==> src/rtl/core/bmsp_pkg.sv <==
`default_nettype none
package bmsp_pkg;

	localparam int DATA_W = 32;
	localparam int PROD_W = 2 * DATA_W;

	// input modes
	localparam logic [2:0] MODE_COEF = 3'd0;
	localparam logic [2:0] MODE_RHS  = 3'd1;
	localparam logic [2:0] MODE_COST = 3'd2;
	localparam logic [2:0] MODE_OBJ  = 3'd3;
	localparam logic [2:0] MODE_EVAL = 3'd4;

	// result status
	localparam logic [1:0] ST_PIVOT     = 2'd0;
	localparam logic [1:0] ST_OPTIMAL   = 2'd1;
	localparam logic [1:0] ST_UNBOUNDED = 2'd2;

	// register indexes
	localparam logic CFG_NUM_ROWS = 1'b0;
	localparam logic CFG_NUM_VARS = 1'b1;

endpackage
`default_nettype wire

==> src/rtl/core/bmsp_mul.sv <==
`default_nettype none
// Shared signed multiplier, one register after the product.
module bmsp_mul (
	input  wire                                       clk,
	input  wire logic signed [bmsp_pkg::DATA_W-1:0]   a,
	input  wire logic signed [bmsp_pkg::DATA_W-1:0]   b,
	output logic signed [bmsp_pkg::PROD_W-1:0]        prod_s1
);

	always_ff @(posedge clk) begin
		prod_s1 <= a * b;
	end

endmodule
`default_nettype wire

==> config.mk <==
export PLATFORM = sky130hd
export DESIGN_NAME = bmsp_mul
export DESIGN_NICKNAME = d
export VERILOG_FILES = /design/src/rtl/core/bmsp_pkg.sv /design/src/rtl/core/bmsp_mul.sv
export SDC_FILE = /design/constraint.sdc
export NUM_CORES = 2
export LEC_CHECK = 0
export BUFFER_PORTS_ARGS = -buffer_cell sky130_fd_sc_hd__buf_2
export CORE_ASPECT_RATIO = 1.2
export CORE_MARGIN = 2
export CORE_UTILIZATION = 42
export CTS_BUF_LIST = sky130_fd_sc_hd__clkbuf_8
export DETAILED_ROUTE_END_ITERATION = 8
export PLACE_DENSITY = 0.58
export SLEW_MARGIN = 15
export SYNTH_ARGS = -nofsm -noshare
export SYNTH_HDL_FRONTEND = slang
export SYNTH_SLANG_ARGS = --single-unit
==> constraint.sdc <==
create_clock -name clk -period 8 [get_ports clk]
set_input_delay 0.4 -clock clk [delete_from_list [all_inputs] [get_ports clk]]
set_output_delay 0.4 -clock clk [all_outputs]
set_load 0.005 [all_outputs]
==> impl_summary.log <==
[metrics] result of the run: complete, but fails checks
[metrics] violated checks: DRC
[metrics] data required time at the worst endpoint: 8.41 ns
[metrics] Yosys top cell area share: 58.16%
[metrics] number of H-tree levels: 3
[metrics] most used cell along the critical path: fa_1
[metrics] Cell variety after synth: 63
[metrics] maximum number of pins on one net before global-route repair: 33
[metrics] post-route cell area: 41,400 sq um
[metrics] worst-margin pin slew: approximately 0.66 ns
[metrics] critical path peak fanout: 10
[metrics] share of cells above drive strength 1: between 10% and 20%
[metrics] die height: approximately 330 microns
[metrics] clock tree from TritonCTS: done
[metrics] number of detailed-routing iterations run before antenna repair: 7
[metrics] initial antenna violation count: 10
[metrics] via count of the first global-routing pass: 29.19k
[metrics] Slew Limit Headroom: around 56%
[metrics] max reg flops: 64
[metrics] register bit count reported by yosys: between 60 and 70
[metrics] most used cells in the layout excluding fill and tap cells: 1,082 x fa_1, 952 x inv_1, 516 x and2_1, 511 x nand2_1, 286 x buf_4
[metrics] count of nets left with antenna violations after detail routing: 0
[metrics] Worst setup startpoint: b[2]
[metrics] Total Routing Usage GR: 24.26%
[metrics] Placed Instance Area: 41,170 sq um
[metrics] terminating pin of the worst hold path: prod_s1[1]
[metrics] vias after detailed routing: 25.97k
[metrics] WL per Instance: between 15 and 20 microns
[metrics] maximum clock rate: 0.1298 GHz
[metrics] Final Routed Wirelength: between 100,000 and 150,000 microns
[metrics] global route hottest layer: met2
[metrics] DRC viols: 9
[metrics] full die area: 91,080 sq um
[metrics] final worst path period share: a little over nine tenths
[metrics] count of cells along the worst hold path: 3
[metrics] post-route worst hold slack: around 0.57 ns
[metrics] critical path's largest stage delay: between 0.6 and 0.7 ns
[metrics] number of max-cap violations: 0
[metrics] beginning of the worst hold path: a[1]
[metrics] DP Worst Slack: -0.3586 ns
[metrics] share of flip-flops with an asynchronous set or reset: 0%
[metrics] Post-Syn Nets: 5,215
[metrics] biggest area contributors in the synthesized netlist: fa_1 58%, inv_1 9.6%, and2_1 8.7%
[metrics] buffer type at the clock tree root: clkbuf_8
[metrics] leading register cell type out of synthesis: dfxtp_1
[metrics] path type of the worst setup path: input port to flip-flop
[metrics] number of endpoints with negative hold slack in the final report: 0
[metrics] CTS Buffer Depth: 2
[metrics] number of top-level design ports: 129
[metrics] Post-synth EDFFs: 0
[metrics] classification of the worst-slack hold path: input port to flip-flop
[metrics] growth of design area from synthesis to finish: 11.15%
[metrics] Initial Util: 42.39%
[metrics] floorplan core area: approximately 90,000 sq um
[metrics] total grt overflow: 0
[metrics] crit path DAT: 8.12 ns
[metrics] Tmin final: about 7.7 ns
[metrics] library cell occupying the most area in the post-synthesis netlist: fa_1
[metrics] std cell rows: 119
[metrics] Final WS setup: approximately 0.29 ns
[metrics] M1 GR Usage: 28.39%
[metrics] post-synthesis cell area: 37,240 sq um
[metrics] Crit-path slowest cell: fa_1
[metrics] part of the Yosys area used for sequential elements: around 3.4%
[metrics] post-CTS setup buffer count: 0
[metrics] RSZ-0062 raised after global routing: false
[metrics] number of warnings printed during yosys synthesis: 0
[metrics] first-iteration detailed-routing DRC count: ~1.2k
[metrics] DP HPWL: slightly above 90,000 microns
[metrics] via count normalized by instance count: 4.909
[metrics] largest register by flop count: prod_s1
[metrics] layout net count: roughly 5.5k
[metrics] global-route wire length before repair: ~170,000 microns
[metrics] Post-Syn Instances: 3,884
[metrics] Critical Path Sink Type: flip-flop
[metrics] max-slew violation count: 0
[metrics] Regs by FF count: prod_s1 x64
[metrics] Clock transition at path regs: between 0.1 and 0.15 ns
[metrics] average instance area after synthesis: 9.589 sq um
[metrics] global-route met3 utilization: around 2.2%
[metrics] x dimension of the die: 275.8 microns
[metrics] count of final setup violators: 0
[metrics] leading cell type in the layout, fill and taps excluded: fa_1
[metrics] number of buffers created by CTS: 9
[metrics] nature of the critical path startpoint: input port
[metrics] CTS sink cnt: between 60 and 70
[metrics] last weighted congestion value of the routability-driven placer: approximately 0.9
[metrics] met2 Usage GRT: a little under half
[metrics] I/O Buffers: 128
==> layout make-up <==
| type | count | area [sq um] |
|---|---|---|
| inverter | 952 | 3573 |
| tap | 1149 | 1438 |
| clock inverter | 6 | 67.56 |
| multi-input combinational | 2668 | 31640 |
| sequential | 64 | 1281 |
| antenna | 5 | 12.51 |
| fill | 8552 | 46450 |
| timing repair buffer | 437 | 3248 |
| clock buffer | 10 | 137.6 |
==> critical path, delay by kind of cell <==
family,cells,cell delay [ns]
buffers and inverters,7,1.30
XOR/XNOR,1,0.13
adder cells (fa/ha/maj),9,4.44
AND/OR/NAND/NOR,4,0.67
AO/OA/AOI/OAI,6,1.13
==> stage by stage <==
stage | std cells | TNS, ns | util, %
after floorplan | 3884 | 0 | -
after global placement | 5270 | -0.7063 | 46.87
after detailed placement | 5270 | -1.290 | 46.87
after CTS | 5286 | 0 | 47.10
after global routing | 5291 | 0 | 47.12
final | 5291 | 0 | 47.12
==> cell families after synthesis <==
family / after synthesis / share of synthesized area [%]
fa+ha+maj: 1266 / 64.34
xor+xnor: 75 / 1.764
flops: 64 / 3.440
compound gates: 193 / 3.464
buf+inv: 1152 / 11.62
simple gates: 1134 / 15.37
==> synth_stat cells (2+ instances only) <==
master / n
o21ai_2: 2
buf_2: 3
nand4_1: 7
nor2b_1: 3
o31ai_1: 6
nand3_1: 15
o21ai_0: 28
a21oi_1: 68
nand2b_1: 9
o21a_1: 4
buf_1: 2
a21boi_0: 3
a21o_2: 2
xnor2_1: 53
a21o_1: 23
and4_1: 3
ha_1: 184
or3_1: 4
o22a_1: 2
xor2_1: 22
inv_1: 952
nand2_1: 511
a211oi_1: 4
dfxtp_1: 64
o21bai_1: 15
fa_1: 1082
a31oi_1: 12
nor2_1: 42
clkbuf_1: 195
a211oi_2: 3
and3_1: 7
nor3_1: 6
and2_1: 516
o211ai_1: 3
==> how the worst max path moves through the flow <==
| stage | end | cells after the start | slack, ns |
|---|---|---|---|
| finish | prod_s1[60] | 27 | 0.29 |
| global route | prod_s1[60] | 29 | 0.03 |
| CTS | prod_s1[60] | 27 | 0.12 |
| detailed placement | prod_s1[60] | 29 | -0.36 |
| global placement | prod_s1[60] | 27 | -0.28 |
| floorplan | prod_s1[62] | 24 | 0.34 |
==> layer usage <==
metal  routed length [microns]  vias to the layer above
met5                        69                        -
met4                      4488                       10
met3                      2920                      157
met2                     57250                      474
met1                     38110                    13790
li1                          -                    11540
==> timing repair <==
action | 4_1_cts | 5_1_grt
hold buffers | 0 | 0
gates resized for setup | 0 | 1
setup endpoints to repair | 0 | 1
Power is not shown: default switching activity piles up to over one toggle a cycle in this logic, so the estimate is an artifact.
